<file path="src/hdl/udrb_pkg.sv">
`timescale 1ns / 1ps
// shared constants and types for the uart dual ring buffer
// depends on nothing; used by udrb_queue and uart_dual_ring_buffer_unit

package udrb_pkg;

    localparam int DEF_RX_DEPTH = 64;
    localparam int DEF_TX_DEPTH = 64;

    // stored entry: pair flag on top of the data byte
    localparam int BYTE_W  = 8;
    localparam int ENTRY_W = BYTE_W + 1;

    localparam logic [1:0] OP_WRITE   = 2'd0;
    localparam logic [1:0] OP_READ    = 2'd1;
    localparam logic [1:0] OP_SERVICE = 2'd2;

    localparam logic [1:0] ST_OK    = 2'd0;
    localparam logic [1:0] ST_BUSY  = 2'd1;
    localparam logic [1:0] ST_EMPTY = 2'd2;

    localparam logic [BYTE_W-1:0] CH_LF = 8'h0A;
    localparam logic [BYTE_W-1:0] CH_CR = 8'h0D;

    typedef struct packed {
        logic push;
        logic push_pair;
        logic pop;
    } q_ctrl_t;

    typedef struct packed {
        logic empty;
        logic full;
        logic room2;
        logic empty_next;
    } q_stat_t;

endpackage

</file>
<file path="src/hdl/uart_dual_ring_buffer_unit.sv">
`timescale 1ns / 1ps
// top level: input register, receive and transmit queues, result register
// depends on udrb_pkg, udrb_queue, udrb_ram
//
//  channel  | handshake          | payload
//  ---------+--------------------+-------------------------------------------------
//  input    | in_valid/in_ready  | operation, data_byte, rx_ready, tx_ready
//  output   | out_valid/out_ready| status, read_byte, line_byte, line_byte_valid,
//           |                    | rx_overrun, tx_irq_enable, tx_empty
//
// one transaction per cycle while out_ready is high; input and result are registered
// the rate is set by the queue ram read port, whose address tracks the next head
// rst_n clears both queues and the interrupt enable at once; no clearing pass
// a stalled output holds its result and the input register, then in_ready drops
// a newline takes two queue slots but one ram write

module uart_dual_ring_buffer_unit #(
    parameter int RX_DEPTH = udrb_pkg::DEF_RX_DEPTH,
    parameter int TX_DEPTH = udrb_pkg::DEF_TX_DEPTH
) (
    input  logic       clk,
    input  logic       rst_n,
    input  logic       in_valid,
    output logic       in_ready,
    input  logic [1:0] operation,
    input  logic [7:0] data_byte,
    input  logic       rx_ready,
    input  logic       tx_ready,
    output logic       out_valid,
    input  logic       out_ready,
    output logic [1:0] status,
    output logic [7:0] read_byte,
    output logic [7:0] line_byte,
    output logic       line_byte_valid,
    output logic       rx_overrun,
    output logic       tx_empty,
    output logic       tx_irq_enable
);

    logic       in_valid_reg;
    logic [1:0] op_reg;
    logic [7:0] data_reg;
    logic       rxr_reg, txr_reg;
    logic       fire;

    logic       out_valid_reg;
    logic [1:0] status_reg, status_next;
    logic [7:0] read_byte_reg, read_byte_next;
    logic [7:0] line_byte_reg, line_byte_next;
    logic       line_valid_reg, line_valid_next;
    logic       overrun_reg, overrun_next;
    logic       tx_empty_reg;
    logic       tx_irq_reg, tx_irq_next;

    udrb_pkg::q_ctrl_t rx_ctrl, tx_ctrl;
    udrb_pkg::q_stat_t rx_stat, tx_stat;
    logic [7:0]        rx_head, tx_head;

    assign fire     = in_valid_reg && (!out_valid_reg || out_ready);
    assign in_ready = !in_valid_reg || fire;

    always_comb
    begin
        rx_ctrl         = '0;
        tx_ctrl         = '0;
        status_next     = udrb_pkg::ST_OK;
        read_byte_next  = '0;
        line_byte_next  = '0;
        line_valid_next = 1'b0;
        overrun_next    = 1'b0;
        tx_irq_next     = tx_irq_reg;
        case (op_reg)
            udrb_pkg::OP_WRITE:
            begin
                if ((data_reg == udrb_pkg::CH_LF) ? tx_stat.room2 : !tx_stat.full)
                begin
                    tx_ctrl.push      = fire;
                    tx_ctrl.push_pair = (data_reg == udrb_pkg::CH_LF);
                    tx_irq_next       = 1'b1;
                end
                else
                begin
                    status_next = udrb_pkg::ST_BUSY;
                end
            end
            udrb_pkg::OP_READ:
            begin
                if (rx_stat.empty)
                begin
                    status_next = udrb_pkg::ST_EMPTY;
                end
                else
                begin
                    rx_ctrl.pop    = fire;
                    read_byte_next = rx_head;
                end
            end
            udrb_pkg::OP_SERVICE:
            begin
                if (rxr_reg)
                begin
                    if (rx_stat.full)
                    begin
                        overrun_next = 1'b1;
                    end
                    else
                    begin
                        rx_ctrl.push = fire;
                    end
                end
                if (txr_reg)
                begin
                    if (tx_stat.empty)
                    begin
                        tx_irq_next = 1'b0;
                    end
                    else
                    begin
                        tx_ctrl.pop     = fire;
                        line_byte_next  = tx_head;
                        line_valid_next = 1'b1;
                    end
                end
            end
            default:
            begin
            end
        endcase
    end

    udrb_queue #(
        .DEPTH (RX_DEPTH)
    ) u_rx_queue (
        .clk       (clk),
        .rst_n     (rst_n),
        .ctrl      (rx_ctrl),
        .push_data (data_reg),
        .stat      (rx_stat),
        .head_byte (rx_head)
    );

    udrb_queue #(
        .DEPTH (TX_DEPTH)
    ) u_tx_queue (
        .clk       (clk),
        .rst_n     (rst_n),
        .ctrl      (tx_ctrl),
        .push_data (data_reg),
        .stat      (tx_stat),
        .head_byte (tx_head)
    );

    always_ff @(posedge clk or negedge rst_n)
    begin
        if (!rst_n)
        begin
            in_valid_reg  <= 1'b0;
            out_valid_reg <= 1'b0;
            tx_irq_reg    <= 1'b0;
        end
        else
        begin
            if (in_ready)
            begin
                in_valid_reg <= in_valid;
            end
            if (fire)
            begin
                out_valid_reg <= 1'b1;
                tx_irq_reg    <= tx_irq_next;
            end
            else if (out_ready)
            begin
                out_valid_reg <= 1'b0;
            end
        end
    end

    always_ff @(posedge clk)
    begin
        if (in_ready && in_valid)
        begin
            op_reg   <= operation;
            data_reg <= data_byte;
            rxr_reg  <= rx_ready;
            txr_reg  <= tx_ready;
        end
        if (fire)
        begin
            status_reg     <= status_next;
            read_byte_reg  <= read_byte_next;
            line_byte_reg  <= line_byte_next;
            line_valid_reg <= line_valid_next;
            overrun_reg    <= overrun_next;
            tx_empty_reg   <= tx_stat.empty_next;
        end
    end

    assign out_valid       = out_valid_reg;
    assign status          = status_reg;
    assign read_byte       = read_byte_reg;
    assign line_byte       = line_byte_reg;
    assign line_byte_valid = line_valid_reg;
    assign rx_overrun      = overrun_reg;
    assign tx_empty        = tx_empty_reg;
    assign tx_irq_enable   = tx_irq_reg;

    // a result only appears after the input register held a transaction
    a_result_from_input: assert property (
        @(posedge clk) disable iff (!rst_n)
        $rose(out_valid_reg) |-> $past(in_valid_reg)
    ) else $error("result appeared without a held transaction");

    // an accepted cpu write leaves the transmit queue non-empty with the interrupt on
    a_write_fills_tx: assert property (
        @(posedge clk) disable iff (!rst_n)
        (fire && (op_reg == udrb_pkg::OP_WRITE) && (status_next == udrb_pkg::ST_OK))
        |=> (!tx_empty_reg && tx_irq_reg && !tx_stat.empty)
    ) else $error("cpu write did not queue a byte");

    // a byte sent to the line never comes with a cpu read byte or an error status
    a_line_byte_alone: assert property (
        @(posedge clk) disable iff (!rst_n)
        (out_valid_reg && line_valid_reg)
        |-> ((status_reg == udrb_pkg::ST_OK) && (read_byte_reg == 8'd0))
    ) else $error("line byte mixed with another result");

endmodule

</file>
<file path="src/hdl/udrb_ram.sv">
`timescale 1ns / 1ps
// generic single-write, single-read ram with registered read data
// write-first on an address collision; no package dependency

module udrb_ram #(
    parameter int WIDTH = 8,
    parameter int DEPTH = 64
) (
    input  logic                     clk,
    input  logic                     we,
    input  logic [$clog2(DEPTH)-1:0] waddr,
    input  logic [WIDTH-1:0]         wdata,
    input  logic [$clog2(DEPTH)-1:0] raddr,
    output logic [WIDTH-1:0]         rdata
);

    logic [WIDTH-1:0] mem [DEPTH];
    logic [WIDTH-1:0] rdata_reg;

    always_ff @(posedge clk)
    begin
        if (we)
        begin
            mem[waddr] <= wdata;
        end
        if (we && (waddr == raddr))
        begin
            rdata_reg <= wdata;
        end
        else
        begin
            rdata_reg <= mem[raddr];
        end
    end

    assign rdata = rdata_reg;

endmodule

</file>
<file path="src/hdl/udrb_queue.sv">
`timescale 1ns / 1ps
// byte ring buffer with pointers modulo twice the depth, one ram entry per push
// depends on udrb_pkg and udrb_ram

module udrb_queue #(
    parameter int DEPTH = udrb_pkg::DEF_TX_DEPTH
) (
    input  logic                       clk,
    input  logic                       rst_n,
    input  udrb_pkg::q_ctrl_t          ctrl,
    input  logic [udrb_pkg::BYTE_W-1:0] push_data,
    output udrb_pkg::q_stat_t          stat,
    output logic [udrb_pkg::BYTE_W-1:0] head_byte
);

    localparam int AW   = $clog2(DEPTH);
    localparam int PW   = $clog2(2 * DEPTH);
    localparam int OW   = PW + 1;
    localparam int SPAN = 2 * DEPTH;

    logic [PW-1:0] wr_ptr_reg, wr_ptr_next;
    logic [PW-1:0] rd_ptr_reg, rd_ptr_next;
    logic          second_reg, second_next;
    logic [udrb_pkg::BYTE_W-1:0] hold_reg;
    logic [OW-1:0] occ_raw, occ;
    logic [udrb_pkg::ENTRY_W-1:0] ram_q;
    logic [udrb_pkg::ENTRY_W-1:0] ram_wdata;

    function automatic logic [PW-1:0] ptr_inc(input logic [PW-1:0] p);
        logic [PW-1:0] r;
        if (p == PW'(SPAN - 1))
        begin
            r = '0;
        end
        else
        begin
            r = p + PW'(1);
        end
        return r;
    endfunction

    function automatic logic [AW-1:0] ptr_slot(input logic [PW-1:0] p);
        logic [PW-1:0] s;
        if (p >= PW'(DEPTH))
        begin
            s = p - PW'(DEPTH);
        end
        else
        begin
            s = p;
        end
        return s[AW-1:0];
    endfunction

    always_comb
    begin
        occ_raw = OW'(wr_ptr_reg) + OW'(SPAN) - OW'(rd_ptr_reg);
        if (occ_raw >= OW'(SPAN))
        begin
            occ = occ_raw - OW'(SPAN);
        end
        else
        begin
            occ = occ_raw;
        end
    end

    always_comb
    begin
        wr_ptr_next = wr_ptr_reg;
        if (ctrl.push)
        begin
            if (ctrl.push_pair)
            begin
                wr_ptr_next = ptr_inc(ptr_inc(wr_ptr_reg));
            end
            else
            begin
                wr_ptr_next = ptr_inc(wr_ptr_reg);
            end
        end
        rd_ptr_next = ctrl.pop ? ptr_inc(rd_ptr_reg) : rd_ptr_reg;
    end

    // a pair entry pops as carriage return, then as its own byte
    always_comb
    begin
        second_next = second_reg;
        if (second_reg)
        begin
            head_byte = hold_reg;
        end
        else if (ram_q[udrb_pkg::BYTE_W])
        begin
            head_byte = udrb_pkg::CH_CR;
        end
        else
        begin
            head_byte = ram_q[udrb_pkg::BYTE_W-1:0];
        end
        if (ctrl.pop)
        begin
            second_next = !second_reg && ram_q[udrb_pkg::BYTE_W];
        end
    end

    assign stat.empty      = (wr_ptr_reg == rd_ptr_reg);
    assign stat.full       = (occ == OW'(DEPTH));
    assign stat.room2      = (occ <= OW'(DEPTH - 2));
    assign stat.empty_next = (wr_ptr_next == rd_ptr_next);

    assign ram_wdata = {ctrl.push_pair, push_data};

    always_ff @(posedge clk or negedge rst_n)
    begin
        if (!rst_n)
        begin
            wr_ptr_reg <= '0;
            rd_ptr_reg <= '0;
            second_reg <= 1'b0;
        end
        else
        begin
            wr_ptr_reg <= wr_ptr_next;
            rd_ptr_reg <= rd_ptr_next;
            second_reg <= second_next;
        end
    end

    always_ff @(posedge clk)
    begin
        if (ctrl.pop && !second_reg)
        begin
            hold_reg <= ram_q[udrb_pkg::BYTE_W-1:0];
        end
    end

    // read address follows the next head so the data is ready in the next cycle
    udrb_ram #(
        .WIDTH (udrb_pkg::ENTRY_W),
        .DEPTH (DEPTH)
    ) u_ram (
        .clk   (clk),
        .we    (ctrl.push),
        .waddr (ptr_slot(wr_ptr_reg)),
        .wdata (ram_wdata),
        .raddr (ptr_slot(rd_ptr_next)),
        .rdata (ram_q)
    );

endmodule
</file>
<file path="config.mk">
export PLATFORM = sky130hd
export DESIGN_NAME = uart_dual_ring_buffer_unit
export DESIGN_NICKNAME = d
export VERILOG_FILES = /design/src/hdl/udrb_pkg.sv /design/src/hdl/uart_dual_ring_buffer_unit.sv /design/src/hdl/udrb_ram.sv /design/src/hdl/udrb_queue.sv
export SDC_FILE = /design/constraint.sdc
export NUM_CORES = 1
export LEC_CHECK = 0
export BUFFER_PORTS_ARGS = -buffer_cell sky130_fd_sc_hd__buf_2
export CAP_MARGIN = 15
export CORE_ASPECT_RATIO = 0.75
export CORE_MARGIN = 5
export CORE_UTILIZATION = 35
export DETAILED_ROUTE_END_ITERATION = 6
export PLACE_DENSITY = 0.48
export SLEW_MARGIN = 40
export SYNTH_ARGS = -nofsm -noshare
export SYNTH_HDL_FRONTEND = slang
export SYNTH_HIERARCHICAL = 1
export SYNTH_SLANG_ARGS = --single-unit
</file>
<file path="constraint.sdc">
create_clock -name clk -period 12.98 [get_ports clk]
set_input_delay 1.298 -clock clk [delete_from_list [all_inputs] [get_ports clk]]
set_output_delay 1.298 -clock clk [all_outputs]
set_load 0.1 [all_outputs]
</file>
Word level (Yosys, flattened, before mapping) --
Memory sizes are Yosys's and may differ from the RTL's. A register that Yosys moved wholly into a read port is not among the register bits. Index checks and enable logic that the tools add are counted.
Word-level totals: bits in registers 83, bits in latches 0, RAM bits 1088, memory bits (read-only) 0, word-level logic and storage cells 135, memories kept 2
Memories:
- u_tx_queue.u_ram.mem | depth 64, bits a word 9, read ports 1, clocked after memory_dff 1, write ports 1, RTL line udrb_ram.sv:17 | logic [WIDTH-1:0] mem [DEPTH];
- u_rx_queue.u_ram.mem | depth 64, bits a word 8, read ports 1, clocked after memory_dff 1, write ports 1, RTL line udrb_ram.sv:17
Operators by class: add/sub/neg operators 15, $mul 0, divide/modulo/power cells 0, magnitude comparators 7, equal/unequal tests 17, shift-type cells 0, mux-type cells 47, bitwise operators 3, reduce and logical (&&, ||, !) cells 22
Operator list (count):
- $mux W7 | 11
- $mux W8 | 6
- $add A7 B1 Y7 const B | 5
- $eq A7 B7 Y1 const B | 5
- $ge A7 B7 Y1 const B | 4
- $mux W6 | 4
- $sub A6 B1 Y6 const B | 4
- $eq A7 B7 Y1 | 3
- $mux W1 | 21
- $add A7 B8 Y8 const B | 2
- $eq A8 B7 Y1 const B | 2
- $ge A8 B8 Y1 const B | 2
- $sub A8 B7 Y8 | 2
- $sub A8 B8 Y8 const B | 2
- $eq A8 B4 Y1 const B | 1
- $le A8 B6 Y1 const B | 1
- $logic_and A1 B1 Y1 | 7
- $eq A6 B6 Y1 | 1
- $mux W2 | 3
- $ne A2 B2 Y1 const B | 3
- $logic_not A1 Y1 | 5
- $reduce_and A5 Y1 | 1
- $pmux W2 S2 | 1
- $reduce_and A2 Y1 | 2
- 9 further kinds | 13

Longest topological paths before layout --
word-level depth 16, gate-level depth with buffers 21

Hierarchy --
The synthesis kept the hierarchy.
By module, submodules not included:
- udrb_ram | instances 2, cells each 1017, area an instance 22534.1 um^2
- udrb_queue (u_tx_queue) | instances 1, cells each 199, area an instance 1951.9 um^2
- udrb_queue (u_rx_queue) | instances 1, cells each 210, area an instance 1878.1 um^2
- uart_dual_ring_buffer_unit | instances 1, cells each 82, area an instance 1375.1 um^2

Least setup slack after synthesis --
Ideal clock, no wire load.
path kind reg-to-reg, from reg data_reg[3], to reg tx_empty_reg, in the netlist tx_empty (data pin), data arrival time 4.814 ns, data required time 12.715 ns, slack 7.901 ns, cell stages (with the launch flop) 10, path buffers 0, clock period less this slack 5.079 ns, path through edfxtp_1 > nor4b_2 > and4_1 > or3b_4 > o21ai_2 > a41o_2 > mux2i_1 > a41oi_2 > a21boi_2 > nor4b_4
RTL lines:
- from (decl) | RTL line uart_dual_ring_buffer_unit.sv:42 | logic [7:0] data_reg;
- from (signal assigned) | RTL line uart_dual_ring_buffer_unit.sv:184 | data_reg <= data_byte;
- to (signal assigned) | RTL line uart_dual_ring_buffer_unit.sv:195 | tx_empty_reg <= tx_stat.empty_next;
- to (decl) | RTL line uart_dual_ring_buffer_unit.sv:52 | logic tx_empty_reg;

==> results.tsv <==
metric	value	unit
status	completed	
Max Cap Violations	0	
drt wl/cell	26.34	um
FILL cells	12620	
Psw	3255	uW
largest net degree at the start of global routing	93	
layout cells sized above 1	0.2643	
DR pass1 iterations	6	
Seq pwr share	0.437	
clock tree buffer depth	3	
dpl hpwl	74.22	mm
initial core utilization	0.3517	
endpoint type of the worst setup path	register	
Pint	7594	uW
port buffer count	39	
CP Launch Type	register	
Clk Latency, worst-skew pair	0.72	ns
core area	142500	um^2
Post-Synthesis Cells	2505	
die height	337.7	um
Switching Fraction	0.3000	
final WL	122.2	mm
Setup violations, final	0	
initial antenna violation count	3	
Comb power frac	0.242	
Mean Syn Cell Area	20.01	um^2
Non-Filler Instances	4640	
sinks on the clock net	1246	
fin crit share	0.3978	
H-tree depth	3	
Final ANT Viol Nets	0	
number of global-route vias before repair	25340	
f_max	193.7	MHz
Nets	2686	
row cnt	120	
skew final	0.02740	ns
relative slew slack	0.3894	
total track usage	0.1620	
Pwr Density	190.7	nW/um^2
area grow syn2layout	13.51	%
Setup WS pre-CTS	7.793	ns
hold_buf cts	0	
Hold Violations, Final	0	
Worst EP required	13.32	ns
Vias/cell	5.320	
total gr overflow	0	
DRC	0	
Setup CP Type	reg2reg	
DR iter-0 viols	2077	
Slew Limit Fails	0	
Max FO, Critical Path	24	
first-pass GRT wire length	179.5	mm
FF+latch area	37150	um^2
placed cells	4417	
Worst Max-Slew Pin Slew	0.9133	ns
CTS Root Cell	clkbuf_16	
leading registers by flop count	u_rx_queue/u_ram/mem (576), u_tx_queue/u_ram/mem (576)	
post-cts resize count	0	
Worst-path clk slew	0.07	ns
Via Count	24690	
I/O pin count	40	
die width	446.9	um
Arrival @ worst endpoint	5.50	ns
Worst VDD drop	0.1155	mV
LEAKAGE	0.01789	uW
GPL Wtd Cong	0.8201	
Setup WS post-layout	7.817	ns
die area	150900	um^2
worst hold path class	reg2reg	
RSZ-0062 raised after global routing	false	
Fin Setup TNS	0	ns
number of buffers created by CTS	116	
Min Clock Period, post-route	5.163	ns
Clk pwr share	0.320	
Post-CTS Setup Bufs	0	
Post-Syn Area	50110	um^2
Warnings, synthesis	6	
area of the multi-input gates	12680	um^2
Power Total	10850	uW
CTS tree	built	
## power groups by stage
stage / clock, uW / combinational (uW) / sequential [uW]
final: 3480 / 2630 / 4740
after global routing: 3750 / 2800 / 4760
after CTS: 3580 / 2650 / 4750
after detailed placement: 0 / 2640 / 4830
after global placement: 0 / 2610 / 4830
after floorplan: 0 / 1850 / 4720
## through the flow
step             util  hold slack [ns]  instance area [um^2]
2_1_floorplan       -           0.4711                 50350
3_3_place_gp   0.3686           0.4998                 52520
3_5_place_dp   0.3705           0.5123                 52790
4_1_cts        0.3977           0.5232                 56660
5_1_grt        0.3992           0.5512                 56880
6_report       0.3992           0.5383                 56890
## worst paths after layout
path | endpoint | start | slack (ns) | depth (start not counted)
setup / recovery | u_tx_queue/u_ram/mem[22][5]$_DFFE_PP_ | u_tx_queue/wr_ptr_reg[0]$_DFF_PN0_ | 7.82 | 16
max in group asynchronous | u_tx_queue/rd_ptr_reg[2]$_DFF_PN0_ | rst_n | 12.01 | 1
min in group asynchronous | in_valid_reg$_DFFE_PN0N_ | rst_n | 0.55 | 1
hold reg to reg | out_valid$_DFFE_PN0P_ | in_valid_reg$_DFFE_PN0N_ | 0.54 | 1
setup reg to reg | u_tx_queue/u_ram/mem[22][5]$_DFFE_PP_ | u_tx_queue/wr_ptr_reg[0]$_DFF_PN0_ | 7.82 | 16
hold / removal | out_valid$_DFFE_PN0P_ | in_valid_reg$_DFFE_PN0N_ | 0.54 | 1
## routing by layer
metal | up-vias | track usage | wire length (um)
met2 | 680 | 0.2549 | 56890
met3 | 166 | 0.02438 | 6278
li1 | 10580 | - | -
met4 | 2 | 0.04359 | 2904
met5 | - | 0 | 9
met1 | 13260 | 0.2372 | 56120
## final cells by class
cell class,count,share of cell area
inverters,31,0.002046
clock inverters,76,0.01390
multi-input cells,1163,0.2230
diodes,2,0.00008798
clock buffers,141,0.05411
well taps,1891,0.04159
flip-flops and latches,1246,0.6531
repair buffers,90,0.01216
## worst max-delay path, cell delays in order, from the launching register on
cell and delay (ns):
dfrtp_1 0.57, inv_1 0.21, ha_1 0.18, inv_1 0.07
fa_1 0.40, a21o_1 0.18, a21oi_1 0.23, o21bai_1 0.11
a21oi_1 0.19, xnor2_1 0.10, a31oi_1 0.20, a31oi_1 0.18
nor2_2 0.14, buf_4 0.28, nor2b_1 0.30, nand3_1 0.67
nor2_2 0.75
## cells in the final DEF (no fill, tap or decap), drive strengths merged, types with 10 or more instances in the layout
cell / instances
dfrtp: 33
clkbuf: 141
nor2: 163
buf: 90
dfxtp: 12
a21oi: 28
a2111oi: 13
conb: 65
bufinv: 16
o211ai: 15
edfxtp: 1201
xnor2: 19
a22oi: 36
mux2: 10
clkinv: 53
o22ai: 16
and2: 31
o221ai: 10
o21ai: 33
nand2: 89
and3: 10
inv: 34
mux4: 302
nor2b: 36
ha: 20
nor3: 16
nand4: 13
nand2b: 20
mux2i: 48
a21o: 11
nand3: 37
(Power assumes the default switching activity.)
